--- src/krs_pkg.sv ---
// ----------------------------------------------------------------------------
// krs_pkg
// Types, codes and constants shared by the kick release scheduler files.
// ----------------------------------------------------------------------------
package krs_pkg;

  localparam int TICKS_PER_MS_DEF = 100;
  localparam int TICK_W = 7;
  localparam int MS_W = 32;
  localparam int CFG_INDEX_W = 3;
  localparam int CFG_DATA_W = 16;

  localparam logic [1:0] ACT_TICK = 2'd0;
  localparam logic [1:0] ACT_KICK = 2'd1;
  localparam logic [1:0] ACT_FORCED = 2'd2;
  localparam logic [1:0] ACT_UNUSED = 2'd3;

  localparam logic [2:0] EV_NONE = 3'd0;
  localparam logic [2:0] EV_REJECTED = 3'd1;
  localparam logic [2:0] EV_EXPIRED = 3'd2;
  localparam logic [2:0] EV_TOO_SOON = 3'd3;
  localparam logic [2:0] EV_FIRED = 3'd4;
  localparam logic [2:0] EV_DONE = 3'd5;

  localparam logic [CFG_INDEX_W-1:0] CFG_VOLT_CEILING = 3'd0;
  localparam logic [CFG_INDEX_W-1:0] CFG_VOLTAGE_WINDOW = 3'd1;
  localparam logic [CFG_INDEX_W-1:0] CFG_VOLTAGE_TOLERANCE = 3'd2;
  localparam logic [CFG_INDEX_W-1:0] CFG_EXPIRE_MS = 3'd3;
  localparam logic [CFG_INDEX_W-1:0] CFG_MIN_GAP_MS = 3'd4;
  localparam logic [CFG_INDEX_W-1:0] CFG_BOOST_AFTER_KICK = 3'd5;

  localparam logic [7:0] VOLT_CEILING_RST = 8'd0;
  localparam logic [7:0] VOLTAGE_WINDOW_RST = 8'd10;
  localparam logic [7:0] VOLTAGE_TOLERANCE_RST = 8'd0;
  localparam logic [15:0] EXPIRE_MS_RST = 16'd2000;
  localparam logic [15:0] MIN_GAP_MS_RST = 16'd200;
  localparam logic BOOST_AFTER_KICK_RST = 1'b1;

  typedef struct packed {
    logic [1:0] action;
    logic [15:0] release_ticks;
    logic [7:0] force_voltage;
    logic [7:0] cap_voltage;
    logic booster_ready;
  } krs_item_t;

  typedef struct packed {
    logic release_res;
    logic booster_hold;
    logic booster_resume;
    logic [2:0] event_res;
  } krs_result_t;

  typedef struct packed {
    logic [7:0] volt_ceiling;
    logic [7:0] voltage_window;
    logic [7:0] voltage_tolerance;
    logic [15:0] expire_ms;
    logic [15:0] min_gap_ms;
    logic boost_after_kick;
  } krs_cfg_t;

  typedef struct packed {
    logic releasing;
    logic job_valid;
    logic pulse_nonzero;
  } krs_status_t;

endpackage

--- src/krs_if.sv ---
// ----------------------------------------------------------------------------
// krs_if
// Valid/ready channels for the scheduler's requests and results.
// ----------------------------------------------------------------------------
interface krs_item_if;
  import krs_pkg::*;

  logic valid;
  logic ready;
  krs_item_t payload;

  modport source(output valid, output payload, input ready);
  modport sink(input valid, input payload, output ready);
endinterface

interface krs_result_if;
  import krs_pkg::*;

  logic valid;
  logic ready;
  krs_result_t payload;

  modport source(output valid, output payload, input ready);
  modport sink(input valid, input payload, output ready);
endinterface

--- src/krs_cfg.sv ---
// ----------------------------------------------------------------------------
// krs_cfg
// Configuration register file written through a plain write port.
// ----------------------------------------------------------------------------
module krs_cfg (
  input  logic clk,
  input  logic rst,
  input  logic cfg_we,
  input  logic [krs_pkg::CFG_INDEX_W-1:0] cfg_index,
  input  logic [krs_pkg::CFG_DATA_W-1:0] cfg_data,
  output krs_pkg::krs_cfg_t cfg
);
  import krs_pkg::*;

  always_ff @(posedge clk) begin
    if (rst) begin
      cfg.volt_ceiling <= VOLT_CEILING_RST;
      cfg.voltage_window <= VOLTAGE_WINDOW_RST;
      cfg.voltage_tolerance <= VOLTAGE_TOLERANCE_RST;
      cfg.expire_ms <= EXPIRE_MS_RST;
      cfg.min_gap_ms <= MIN_GAP_MS_RST;
      cfg.boost_after_kick <= BOOST_AFTER_KICK_RST;
    end else if (cfg_we) begin
      unique case (cfg_index)
        CFG_VOLT_CEILING: cfg.volt_ceiling <= cfg_data[7:0];
        CFG_VOLTAGE_WINDOW: cfg.voltage_window <= cfg_data[7:0];
        CFG_VOLTAGE_TOLERANCE: cfg.voltage_tolerance <= cfg_data[7:0];
        CFG_EXPIRE_MS: cfg.expire_ms <= cfg_data;
        CFG_MIN_GAP_MS: cfg.min_gap_ms <= cfg_data;
        CFG_BOOST_AFTER_KICK: cfg.boost_after_kick <= cfg_data[0];
        default: begin
        end
      endcase
    end
  end

endmodule

--- src/krs_core.sv ---
// ----------------------------------------------------------------------------
// krs_core
// Millisecond clock, pending kick job and release pulse state; handles one
// registered request per cycle while step is high and forms its result.
// ----------------------------------------------------------------------------
module krs_core #(
  parameter int TICKS_PER_MS = krs_pkg::TICKS_PER_MS_DEF
) (
  input  logic clk,
  input  logic rst,
  input  logic step,
  input  krs_pkg::krs_item_t item,
  input  krs_pkg::krs_cfg_t cfg,
  output krs_pkg::krs_result_t result,
  output krs_pkg::krs_status_t status
);
  import krs_pkg::*;

  logic [MS_W-1:0] ms_clock, ms_clock_next;
  logic [TICK_W-1:0] tick_in_ms, tick_in_ms_next;
  logic job_valid, job_valid_next;
  logic [MS_W-1:0] job_time, job_time_next;
  logic [MS_W-1:0] last_kick_time, last_kick_time_next;
  logic [15:0] pulse_length, pulse_length_next;
  logic [7:0] wanted_voltage, wanted_voltage_next;
  logic [15:0] pulse_left, pulse_left_next;
  logic releasing, releasing_next;

  logic [TICK_W-1:0] tick_inc;
  logic [MS_W-1:0] gap, age;
  logic [7:0] volt_diff, window_low;
  logic [15:0] pulse_dec;
  logic resume;
  logic [2:0] event_code;

  always_comb begin
    ms_clock_next = ms_clock;
    tick_in_ms_next = tick_in_ms;
    job_valid_next = job_valid;
    job_time_next = job_time;
    last_kick_time_next = last_kick_time;
    pulse_length_next = pulse_length;
    wanted_voltage_next = wanted_voltage;
    pulse_left_next = pulse_left;
    releasing_next = releasing;
    resume = 1'b0;
    event_code = EV_NONE;

    tick_inc = tick_in_ms + TICK_W'(1);
    if (tick_inc >= TICK_W'(TICKS_PER_MS)) begin
      tick_inc = '0;
    end
    gap = '0;
    age = '0;
    volt_diff = (wanted_voltage > item.cap_voltage) ? wanted_voltage - item.cap_voltage
                                                    : item.cap_voltage - wanted_voltage;
    window_low = (cfg.voltage_window > cfg.volt_ceiling) ? 8'd0
                                                         : cfg.volt_ceiling - cfg.voltage_window;
    pulse_dec = pulse_left - 16'd1;

    if (item.action == ACT_TICK) begin
      tick_in_ms_next = tick_inc;
      if (tick_inc == '0) begin
        ms_clock_next = ms_clock + MS_W'(1);
      end
      gap = ms_clock_next - last_kick_time;
      age = ms_clock_next - job_time;
      if (releasing) begin
        pulse_left_next = pulse_dec;
        if (pulse_dec == '0) begin
          releasing_next = 1'b0;
          resume = cfg.boost_after_kick;
          event_code = EV_DONE;
          job_valid_next = 1'b0;
          last_kick_time_next = ms_clock_next;
        end
      end else if (job_valid) begin
        if (gap < MS_W'(cfg.min_gap_ms)) begin
          job_valid_next = 1'b0;
          event_code = EV_TOO_SOON;
        end else if (wanted_voltage == '0 || volt_diff <= cfg.voltage_tolerance) begin
          wanted_voltage_next = '0;
          if (age > MS_W'(cfg.expire_ms)) begin
            job_valid_next = 1'b0;
            event_code = EV_EXPIRED;
          end else if (item.booster_ready) begin
            releasing_next = 1'b1;
            pulse_left_next = (pulse_length == '0) ? 16'd1 : pulse_length;
            event_code = EV_FIRED;
          end
        end
      end
    end else if ((item.action == ACT_KICK || item.action == ACT_FORCED) && !releasing) begin
      if (item.action == ACT_FORCED &&
          (item.force_voltage > cfg.volt_ceiling || item.force_voltage < window_low)) begin
        event_code = EV_REJECTED;
      end else begin
        job_valid_next = 1'b1;
        job_time_next = ms_clock;
        pulse_length_next = item.release_ticks;
        wanted_voltage_next = (item.action == ACT_FORCED) ? item.force_voltage : 8'd0;
      end
    end
  end

  always_ff @(posedge clk) begin
    if (rst) begin
      ms_clock <= '0;
      tick_in_ms <= '0;
      job_valid <= 1'b0;
      job_time <= '0;
      last_kick_time <= '0;
      pulse_length <= '0;
      wanted_voltage <= '0;
      pulse_left <= '0;
      releasing <= 1'b0;
    end else if (step) begin
      ms_clock <= ms_clock_next;
      tick_in_ms <= tick_in_ms_next;
      job_valid <= job_valid_next;
      job_time <= job_time_next;
      last_kick_time <= last_kick_time_next;
      pulse_length <= pulse_length_next;
      wanted_voltage <= wanted_voltage_next;
      pulse_left <= pulse_left_next;
      releasing <= releasing_next;
    end
  end

  always_comb begin
    result.release_res = releasing_next;
    result.booster_hold = releasing_next;
    result.booster_resume = resume;
    result.event_res = event_code;
    status.releasing = releasing;
    status.job_valid = job_valid;
    status.pulse_nonzero = (pulse_left != '0);
  end

endmodule

--- src/kick_release_scheduler.sv ---
// ----------------------------------------------------------------------------
// kick_release_scheduler
// Schedules kicker release pulses from 10 us ticks and kick requests.
// ----------------------------------------------------------------------------
// Every request on the item channel yields exactly one result. Requests
// enter an input register and are handled against the scheduler state once
// the output register is free or being drained, with the result going to the
// output register, from which it is offered on the result channel; one
// request is accepted every cycle as long as results are drained. The single
// pass of compare and update logic in krs_core sets that rate. Configuration
// writes are meant for idle periods only.
module kick_release_scheduler #(
  parameter int TICKS_PER_MS = krs_pkg::TICKS_PER_MS_DEF
) (
  input  logic clk,
  input  logic rst,
  krs_item_if.sink item,
  krs_result_if.source result,
  input  logic cfg_we,
  input  logic [krs_pkg::CFG_INDEX_W-1:0] cfg_index,
  input  logic [krs_pkg::CFG_DATA_W-1:0] cfg_data
);
  import krs_pkg::*;

  logic in_valid;
  krs_item_t in_data;
  logic out_valid;
  krs_result_t out_data;
  logic step;
  krs_cfg_t cfg;
  krs_result_t core_result;
  krs_status_t status;

  assign step = in_valid && (!out_valid || result.ready);
  assign item.ready = !in_valid || step;
  assign result.valid = out_valid;
  assign result.payload = out_data;

  always_ff @(posedge clk) begin
    if (rst) begin
      in_valid <= 1'b0;
    end else if (item.ready) begin
      in_valid <= item.valid;
    end
  end

  always_ff @(posedge clk) begin
    if (item.ready && item.valid) begin
      in_data <= item.payload;
    end
  end

  always_ff @(posedge clk) begin
    if (rst) begin
      out_valid <= 1'b0;
    end else if (step) begin
      out_valid <= 1'b1;
    end else if (result.ready) begin
      out_valid <= 1'b0;
    end
  end

  always_ff @(posedge clk) begin
    if (step) begin
      out_data <= core_result;
    end
  end

  krs_cfg u_cfg (
    .clk(clk),
    .rst(rst),
    .cfg_we(cfg_we),
    .cfg_index(cfg_index),
    .cfg_data(cfg_data),
    .cfg(cfg)
  );

  krs_core #(
    .TICKS_PER_MS(TICKS_PER_MS)
  ) u_core (
    .clk(clk),
    .rst(rst),
    .step(step),
    .item(in_data),
    .cfg(cfg),
    .result(core_result),
    .status(status)
  );

`ifndef SYNTHESIS
  a_release_has_job: assert property (@(posedge clk) disable iff (rst)
    status.releasing |-> status.job_valid)
    else $error("release pulse running without a job");

  a_release_count_live: assert property (@(posedge clk) disable iff (rst)
    status.releasing |-> status.pulse_nonzero)
    else $error("release pulse running with no ticks left");

  a_done_drops_release: assert property (@(posedge clk) disable iff (rst)
    (result.valid && result.payload.event_res == EV_DONE) |-> !result.payload.release_res)
    else $error("done event while release still driven");

  a_fired_sets_release: assert property (@(posedge clk) disable iff (rst)
    (step && core_result.event_res == EV_FIRED) |=> status.releasing)
    else $error("fired event did not start a release pulse");
`endif

endmodule

--- src/flat_wrapper.sv ---
// flat-port wrapper written by rule: the top's interface ports become plain ports
module kick_release_scheduler_flat import krs_pkg::*;
#(
  parameter int TICKS_PER_MS = krs_pkg::TICKS_PER_MS_DEF
)
  (clk, rst, cfg_we, cfg_index, cfg_data, item_valid, item_payload, item_ready, result_valid, result_payload, result_ready);
  krs_item_if item_i ();
  krs_result_if result_i ();
  input  logic clk;
  input  logic rst;
  input  logic cfg_we;
  input  logic [krs_pkg::CFG_INDEX_W-1:0] cfg_index;
  input  logic [krs_pkg::CFG_DATA_W-1:0] cfg_data;
  input wire logic [$bits(item_i.valid)-1:0] item_valid;
  input wire logic [$bits(item_i.payload)-1:0] item_payload;
  output wire logic [$bits(item_i.ready)-1:0] item_ready;
  output wire logic [$bits(result_i.valid)-1:0] result_valid;
  output wire logic [$bits(result_i.payload)-1:0] result_payload;
  input wire logic [$bits(result_i.ready)-1:0] result_ready;
  assign item_i.valid = item_valid;
  assign item_i.payload = item_payload;
  assign item_ready = item_i.ready;
  assign result_valid = result_i.valid;
  assign result_payload = result_i.payload;
  assign result_i.ready = result_ready;
  kick_release_scheduler #(.TICKS_PER_MS(TICKS_PER_MS)) u_core (.clk(clk), .rst(rst), .item(item_i), .result(result_i), .cfg_we(cfg_we), .cfg_index(cfg_index), .cfg_data(cfg_data));
endmodule
--- config.mk ---
export PLATFORM = sky130hd
export DESIGN_NAME = kick_release_scheduler_flat
export DESIGN_NICKNAME = d
export VERILOG_FILES = /design/src/krs_pkg.sv /design/src/krs_if.sv /design/src/krs_cfg.sv /design/src/krs_core.sv /design/src/kick_release_scheduler.sv /design/src/flat_wrapper.sv
export SDC_FILE = /design/constraint.sdc
export NUM_CORES = 1
export LEC_CHECK = 0
export ABC_CLOCK_PERIOD_IN_PS = 8200
export CELL_PAD_IN_SITES_DETAIL_PLACEMENT = 0
export CELL_PAD_IN_SITES_GLOBAL_PLACEMENT = 1
export CORE_ASPECT_RATIO = 1.4
export CORE_UTILIZATION = 49
export CTS_CLUSTER_DIAMETER = 40
export DETAILED_ROUTE_END_ITERATION = 10
export DONT_BUFFER_PORTS = 1
export GPL_ROUTABILITY_DRIVEN = 0
export HOLD_SLACK_MARGIN = 0.12
export PLACE_DENSITY = 0.81
export SYNTH_ARGS = -nofsm -noshare
export SYNTH_HDL_FRONTEND = slang
export SYNTH_SLANG_ARGS = --single-unit
--- constraint.sdc ---
create_clock -name clk -period 8.2 [get_ports clk]
set_input_delay 0.82 -clock clk [delete_from_list [all_inputs] [get_ports clk]]
set_output_delay 0.82 -clock clk [all_outputs]
set_load 0.05 [all_outputs]
=== Word level (Yosys, flattened, before mapping) ===
Index checks and enable logic that the tools add are counted.

* Bits in registers: 244
* Input port bits: 59
* Output and inout bits: 8
* Word-level logic and storage cells: 143

* $add $sub $neg: 8
* Order comparisons: 8
* Equal/unequal tests: 15
* Multiplexer cells: 49
* Bitwise logic cells: 2
* Reductions and logical operators: 36

{| class="wikitable"
|+ Operators with widths
! kind !! count
|-
| 16-bit 2-to-1 mux || 7
|-
| 8-bit 2-to-1 mux || 10
|-
| 32-bit 2-to-1 mux || 2
|-
| 32-bit subtractor || 2
|-
| 32-bit by 1-bit adder with 32-bit output (second input constant) || 1
|-
| 32-bit by 16-bit > comparator with 1-bit output || 1
|-
| 16-bit zero test || 2
|-
| 32-bit by 16-bit less-than comparator with 1-bit output || 1
|-
| 8-bit > comparator || 3
|-
| 3-bit 2-to-1 mux || 8
|-
| 8-bit subtractor || 3
|-
| 1-bit 2-to-1 mux || 21
|-
| 16-bit by 1-bit subtractor with 16-bit output (second input constant) || 1
|-
| 2-bit AND reduction || 7
|-
| 7-bit AND reduction || 2
|-
| 2-bit inequality test (second input constant) || 6
|-
| 4-bit AND reduction || 3
|-
| 2-bit nonzero test || 5
|-
| 8-bit <= comparator || 1
|-
| 8-bit zero test || 1
|-
| 8-bit less-than comparator || 1
|-
| 7-bit by 1-bit adder with 7-bit output (second input constant) || 1
|-
| 7-bit >= comparator (second input constant) || 1
|-
| 7-bit zero test || 1
|-
| 15 further kinds || 27
|}

=== Logic depth before layout (Yosys ltp) ===
* Depth in word-level cells: 14
* Mapped depth: 31
* Gate-level depth less buffers: 29

=== Cells and area by module ===
Synthesis repeated with hierarchy kept, for this count alone.

* Cell total of the unflattened synthesis: 2030
* Area total of the unflattened synthesis: 16847.4 um2

{| class="wikitable"
|+ By module, submodules not included
! module !! instances !! cells an instance !! area an instance (um2) !! seq. area each (um2)
|-
| krs_core || 1 || 1755 || 13142.6 || 2902.8
|-
| krs_cfg || 1 || 224 || 2369.8 || 1141.1
|-
| kick_release_scheduler || 1 || 51 || 1335.0 || 1271.2
|}

=== Worst setup path after synthesis ===
Ideal clock, no wire load.

* Kind: reg-to-reg
* From: reg u_core.u_core.tick_in_ms[2]
* To: reg u_core.u_core.wanted_voltage[0]
* Library setup time: 0.073 ns
* Arrival: 6.062 ns
* Data required time: 8.127 ns
* Slack: 2.066 ns
* Cell stages (with the launch flop): 29
* Buffers on the path: 4
* Clock period less this slack: 6.134 ns
* Path through: dfxtp_1 -> buf_2 -> nand3_1 -> or3_1 -> a211oi_2 -> o2bb2ai_1 -> buf_2 -> nand4_1 -> or3_1 -> clkbuf_1 -> xnor2_1 -> ha_1 -> a21oi_1 -> o21ai_0 -> a21o_1 -> o21ai_0 -> xnor2_1 -> ha_1 -> a21oi_1 -> a21boi_0 -> a2111oi_0 -> nand4b_1 -> nor4_1 -> o21ai_0 -> a2111oi_0 -> and3_1 -> o21a_1 -> clkbuf_1 -> mux2i_1

* Cells in the longest elaborated chain, start to end: 10

{| class="wikitable"
|+ Ends and longest elaborated chain
! item !! line !! RTL
|-
| from (decl) || krs_core.sv:20 || <nowiki>logic [TICK_W-1:0] tick_in_ms, tick_in_ms_next;</nowiki>
|-
| from (signal assigned) || krs_core.sv:119 || <nowiki>tick_in_ms <= tick_in_ms_next;</nowiki>
|-
| 7-bit by 1-bit adder with 7-bit output * || krs_core.sv:49 || <nowiki>tick_inc = tick_in_ms + TICK_W'(1);</nowiki>
|-
| 7-bit >= comparator || krs_core.sv:50 || <nowiki>if (tick_inc >= TICK_W'(TICKS_PER_MS)) begin</nowiki>
|-
| 7-bit 2-to-1 mux * || krs_core.sv:50 ||
|-
| 7-bit zero test * || krs_core.sv:63 || <nowiki>if (tick_inc == '0) begin</nowiki>
|-
| 32-bit 2-to-1 mux * || krs_core.sv:63 ||
|-
| 32-bit 2-to-1 mux * || krs_core.sv:61 || <nowiki>if (item.action == ACT_TICK) begin</nowiki>
|-
| 32-bit subtractor * || krs_core.sv:66 || <nowiki>gap = ms_clock_next - last_kick_time;</nowiki>
|-
| 32-bit by 16-bit less-than comparator with 1-bit output * || krs_core.sv:78 || <nowiki>if (gap < MS_W'(cfg.min_gap_ms)) begin</nowiki>
|-
| 2-bit inequality test (no source line) * || -- ||
|-
| 7-bit AND reduction (no source line) * || -- ||
|-
| to (signal assigned) || krs_core.sv:124 || <nowiki>wanted_voltage <= wanted_voltage_next;</nowiki>
|-
| to (decl) || krs_core.sv:25 || <nowiki>logic [7:0] wanted_voltage, wanted_voltage_next;</nowiki>
|}

Every way passes the cells marked *; elsewhere a longest branch is shown, timed or not. The select of a mux whose other input is x is not followed.
A chain may end at the register's enable or synchronous reset.

=== Final worst setup path ===
* From: reg u_core.u_core.tick_in_ms[3]
* To: reg u_core.u_core.pulse_left[3]

* Cells in the longest elaborated chain, start to end: 10
* Elaborated cells between the ends (all ways): 13
* Classes of those cells: add/sub (3); order compare (3); eq/ne (2); mux (3); reduce/logical (2)

{| class="wikitable"
|+ Ends and longest elaborated chain
! item !! line !! RTL
|-
| 7-bit by 1-bit adder with 7-bit output * || krs_core.sv:49 ||
|-
| 7-bit >= comparator || krs_core.sv:50 ||
|-
| 7-bit 2-to-1 mux * || krs_core.sv:50 ||
|-
| 7-bit zero test * || krs_core.sv:63 ||
|-
| 32-bit 2-to-1 mux * || krs_core.sv:63 ||
|-
| 32-bit 2-to-1 mux * || krs_core.sv:61 ||
|-
| 32-bit subtractor (on tied branches) || krs_core.sv:67, krs_core.sv:66 ||
|-
| 32-bit by 16-bit > comparator with 1-bit output or 32-bit by 16-bit less-than comparator with 1-bit output (tied branches) || krs_core.sv:83, krs_core.sv:78 ||
|-
| 2-bit inequality test (no source line) || -- ||
|-
| 7-bit AND reduction (no source line) * || -- ||
|-
| to (signal assigned) || krs_core.sv:125 || <nowiki>pulse_left <= pulse_left_next;</nowiki>
|-
| to (decl) || krs_core.sv:26 || <nowiki>logic [15:0] pulse_left, pulse_left_next;</nowiki>
|}

Marks and branches as above.

==> flow_summary.json <==
{
  "reg2reg_setup_slack_ns": 0.78,
  "hp-class": "input pin to flip-flop",
  "grt_usage": 0.250,
  "die_width_um": 158,
  "p_comb_frac": 0.062,
  "maxCapViolCount": 0,
  "whs_ns": 0.385,
  "r2r_end": "u_core.u_core.pulse_left[3]$_SDFFE_PP0P_",
  "fin_area_mm2": 0.0182,
  "htreeDepth": 2,
  "seq_area_frac_synth": 0.316,
  "drive_above_1_share": 0.0523,
  "cts_hold_buf": 0,
  "yosysTopAreaCellShare": 0.244,
  "grt_max_degree": 173,
  "seqPwrFrac": 0.416,
  "setup_violations": 0,
  "clk-insertion-delay-late_ns": 0.53,
  "vias": 14300,
  "yosysMostFrequentCell": "nand2_1",
  "reg2reg_from": "u_core.u_core.tick_in_ms[3]$_SDFFE_PP0P_",
  "syn_inst": 2087,
  "worst-slew-pin-transition_ns": 1.04,
  "status": "finished clean",
  "synth_commonest_cells": "nand2_1 (286), dfxtp_1 (204), a21oi_1 (198)",
  "worstPathArrival_ns": 7.83,
  "synth_area_mm2": 0.0167,
  "power.share.clock": 0.522,
  "p_total_mw": 3.04,
  "synth_area_leader_cell": "dfxtp_1",
  "finalCritPeriodShare": 0.904,
  "synth_edf_count": 40,
  "ys_warn_count": 0,
  "slew_viol_final": 0,
  "antenna_found_initial": 0,
  "hold_viol_final": 0,
  "leakage_nw": 7.82,
  "ctsResizeCount": 0,
  "core_mm2": 0.0334,
  "clk_pin_slew_ns": 0.06,
  "synth_nets": 2296,
  "grt_pass1_vias": 13500,
  "drtIter0Drc": 835,
  "drc_errors": 0,
  "fin_nets": 2248,
  "fmax_ghz": 0.135,
  "synth_area_leaders": "dfxtp_1 (24%), ha_1 (11%), edfxtp_1 (7.2%), nand2_1 (6.4%), a21oi_1 (5.9%)",
  "synth_seq_cells": 244,
  "synthFlopType": "dfxtp_1",
  "cts_buffers": 37,
  "start_util": 0.500,
  "setup_tns_ns": 0,
  "dr.pass1.iters": 6,
  "io_buffers": 0,
  "grt_setup_unrepaired": "false",
  "overflow": 0,
  "post_cts_buffers": 0,
  "drt-vias-per-instance": 5.70,
  "criticalPathCategory": "flip-flop to flip-flop",
  "cp_slowest_stage_delay_ns": 0.69,
  "crit_slowest_cell": "a211oi_2",
  "slew-limit-headroom": 0.304,
  "area_delta_synth_final_pct": 8.95,
  "tritoncts": "built",
  "syn_avg_cell_area_um2": 8.01,
  "cp-end-kind": "flip-flop",
  "rows": 79,
  "grt_pass1_wl_um": 69200,
  "async_flop_share": 0,
  "r2r_cells": 28,
  "power_density_mw_per_mm2": 167,
  "synth_cell_types": 87,
  "p_sw_frac": 0.238,
  "clock_tree.root_cell": "clkbuf_16",
  "crit_top_cell": "a21oi_1",
  "dp_hpwl_um": 32900,
  "worstSetupStartpointType": "flip-flop",
  "crit_path_start": "u_core.u_core.tick_in_ms[3]$_SDFFE_PP0P_",
  "dieArea_mm2": 0.0349,
  "boundaryPins": 67,
  "finalCriticalPeriod_ns": 7.42,
  "max-clock-path-buffers": 3,
  "place_area_mm2": 0.0170,
  "avgRoutedWirePerCell_um": 17.3,
  "cp_max_fo": 11,
  "cp.required_ns": 8.61,
  "antenna-diode-count": 0,
  "finalClockSkew_ns": 0.0194,
  "p_sw_mw": 0.721,
  "p_int_mw": 2.31,
  "finalWirelength_um": 43500,
  "cts_sinks": 244,
  "crit_end": "u_core.u_core.pulse_left[3]$_SDFFE_PP0P_",
  "die_y_um": 220,
  "drtAntennaViolNets": 0,
  "ir_drop_mv": 0.180
}
cells by family (layout without fill, tap and decap cells):
kind of cell | count (synthesis) | after routing | synth area share
and+or+nand+nor | 719 | 719 | 0.200
AOI/OAI and AO/OA | 489 | 489 | 0.187
buffers and inverters | 274 | 253 | 0.0634
DFF | 244 | 244 | 0.316
adders and majority gates | 150 | 150 | 0.115
xor gates and xnor gates | 124 | 124 | 0.0658
muxes | 87 | 87 | 0.0527
critical path, delay by kind of cell (launching register included):
| kind | cells | cell delay (ns) |
|---|---|---|
| muxes | 2 | 0.79 |
| adders and majority gates | 2 | 0.58 |
| DFF | 1 | 0.52 |
| xor gates and xnor gates | 1 | 0.15 |
| buffers and inverters | 2 | 0.43 |
| and+or+nand+nor | 8 | 1.60 |
| AOI/OAI and AO/OA | 13 | 3.20 |
state kept, by name (all words and copies together) (netlist names):
name	flops
u_core.u_core.job_time	32
u_core.u_cfg.cfg	57
u_core.u_core.ms_clock	32
u_core.u_core.wanted_voltage	8
u_core.result.payload	5
u_core.u_core.job_valid	1
u_core.u_core.last_kick_time	32
u_core.result.valid	1
u_core.u_core.pulse_length	16
u_core.u_core.releasing	1
u_core.u_core.pulse_left	16
u_core.u_core.tick_in_ms	7
u_core.in_valid	1
u_core.in_data	35
routing by layer:
metal / track usage / vias to the layer above / wire length [um]
met4: 0.113 / 0 / 1810
met1: 0.297 / 6689 / 18700
met5: 0 / - / 0
li1: - / 7217 / -
met3: 0.0300 / 94 / 1540
met2: 0.447 / 313 / 21500
final cells by class:
class | count | area [um2]
flip-flops and latches | 244 | 5290
well taps | 445 | 557
multi-input cells | 1569 | 10400
clock inverters | 21 | 253
inverters | 175 | 657
repair buffers | 12 | 90.1
fillers | 3268 | 15200
clock buffers | 45 | 986
placed cells by master (no fill, tap or decap), types with 27 or more instances in the layout:
cell | netlist | final
inv_1 | 174 | 174
xor2_1 | 51 | 51
nor2_1 | 181 | 181
o21a_1 | 28 | 28
a21o_1 | 43 | 43
edfxtp_1 | 40 | 40
xnor2_1 | 72 | 72
ha_1 | 145 | 145
clkbuf_16 | 0 | 37
o21ai_0 | 67 | 67
dfxtp_1 | 204 | 204
mux2i_1 | 82 | 82
nand4_1 | 36 | 36
nor3_1 | 32 | 31
a21oi_1 | 198 | 198
nand3_1 | 41 | 41
nand2_1 | 286 | 286
or3_1 | 27 | 27
power groups by stage:
| stage | clock [mW] | sequential, mW | combinational, mW |
|---|---|---|---|
| global route | 1.67 | 1.26 | 0.213 |
| detailed placement | 0 | 1.29 | 0.188 |
| CTS | 1.62 | 1.26 | 0.189 |
| finish | 1.59 | 1.26 | 0.188 |
| floorplan | 0 | 1.28 | 0.158 |
| global placement | 0 | 1.29 | 0.183 |
through the flow:
step                       util  worst slack [ns]  std cells
after detailed placement  0.508             0.618       2445
after CTS                 0.545             0.609       2511
final                     0.545             0.784       2511
after global routing      0.545             0.200       2511
after floorplan               -              2.07       2087
after global placement    0.508             0.799       2445
worst min-delay path by stage:
stage          cells after the start                                           from                                       endpoint  slack [ns]
2_1_floorplan                      2               u_core.u_cfg.cfg[0]$_SDFFE_PP1P_               u_core.u_cfg.cfg[0]$_SDFFE_PP1P_        0.43
3_3_place_gp                       2  u_core.u_core.last_kick_time[30]$_SDFFE_PP0P_  u_core.u_core.last_kick_time[30]$_SDFFE_PP0P_        0.43
3_5_place_dp                       2  u_core.u_core.last_kick_time[25]$_SDFFE_PP0P_  u_core.u_core.last_kick_time[25]$_SDFFE_PP0P_        0.44
4_1_cts                            1                                            rst               u_core.result.valid$_SDFFE_PP0P_        0.35
5_1_grt                            1                                            rst               u_core.result.valid$_SDFFE_PP0P_        0.36
6_report                           0                               item_payload[28]                   u_core.in_data[28]$_DFFE_PP_        0.39
No activity file was read; power rests on OpenSTA's default activity.
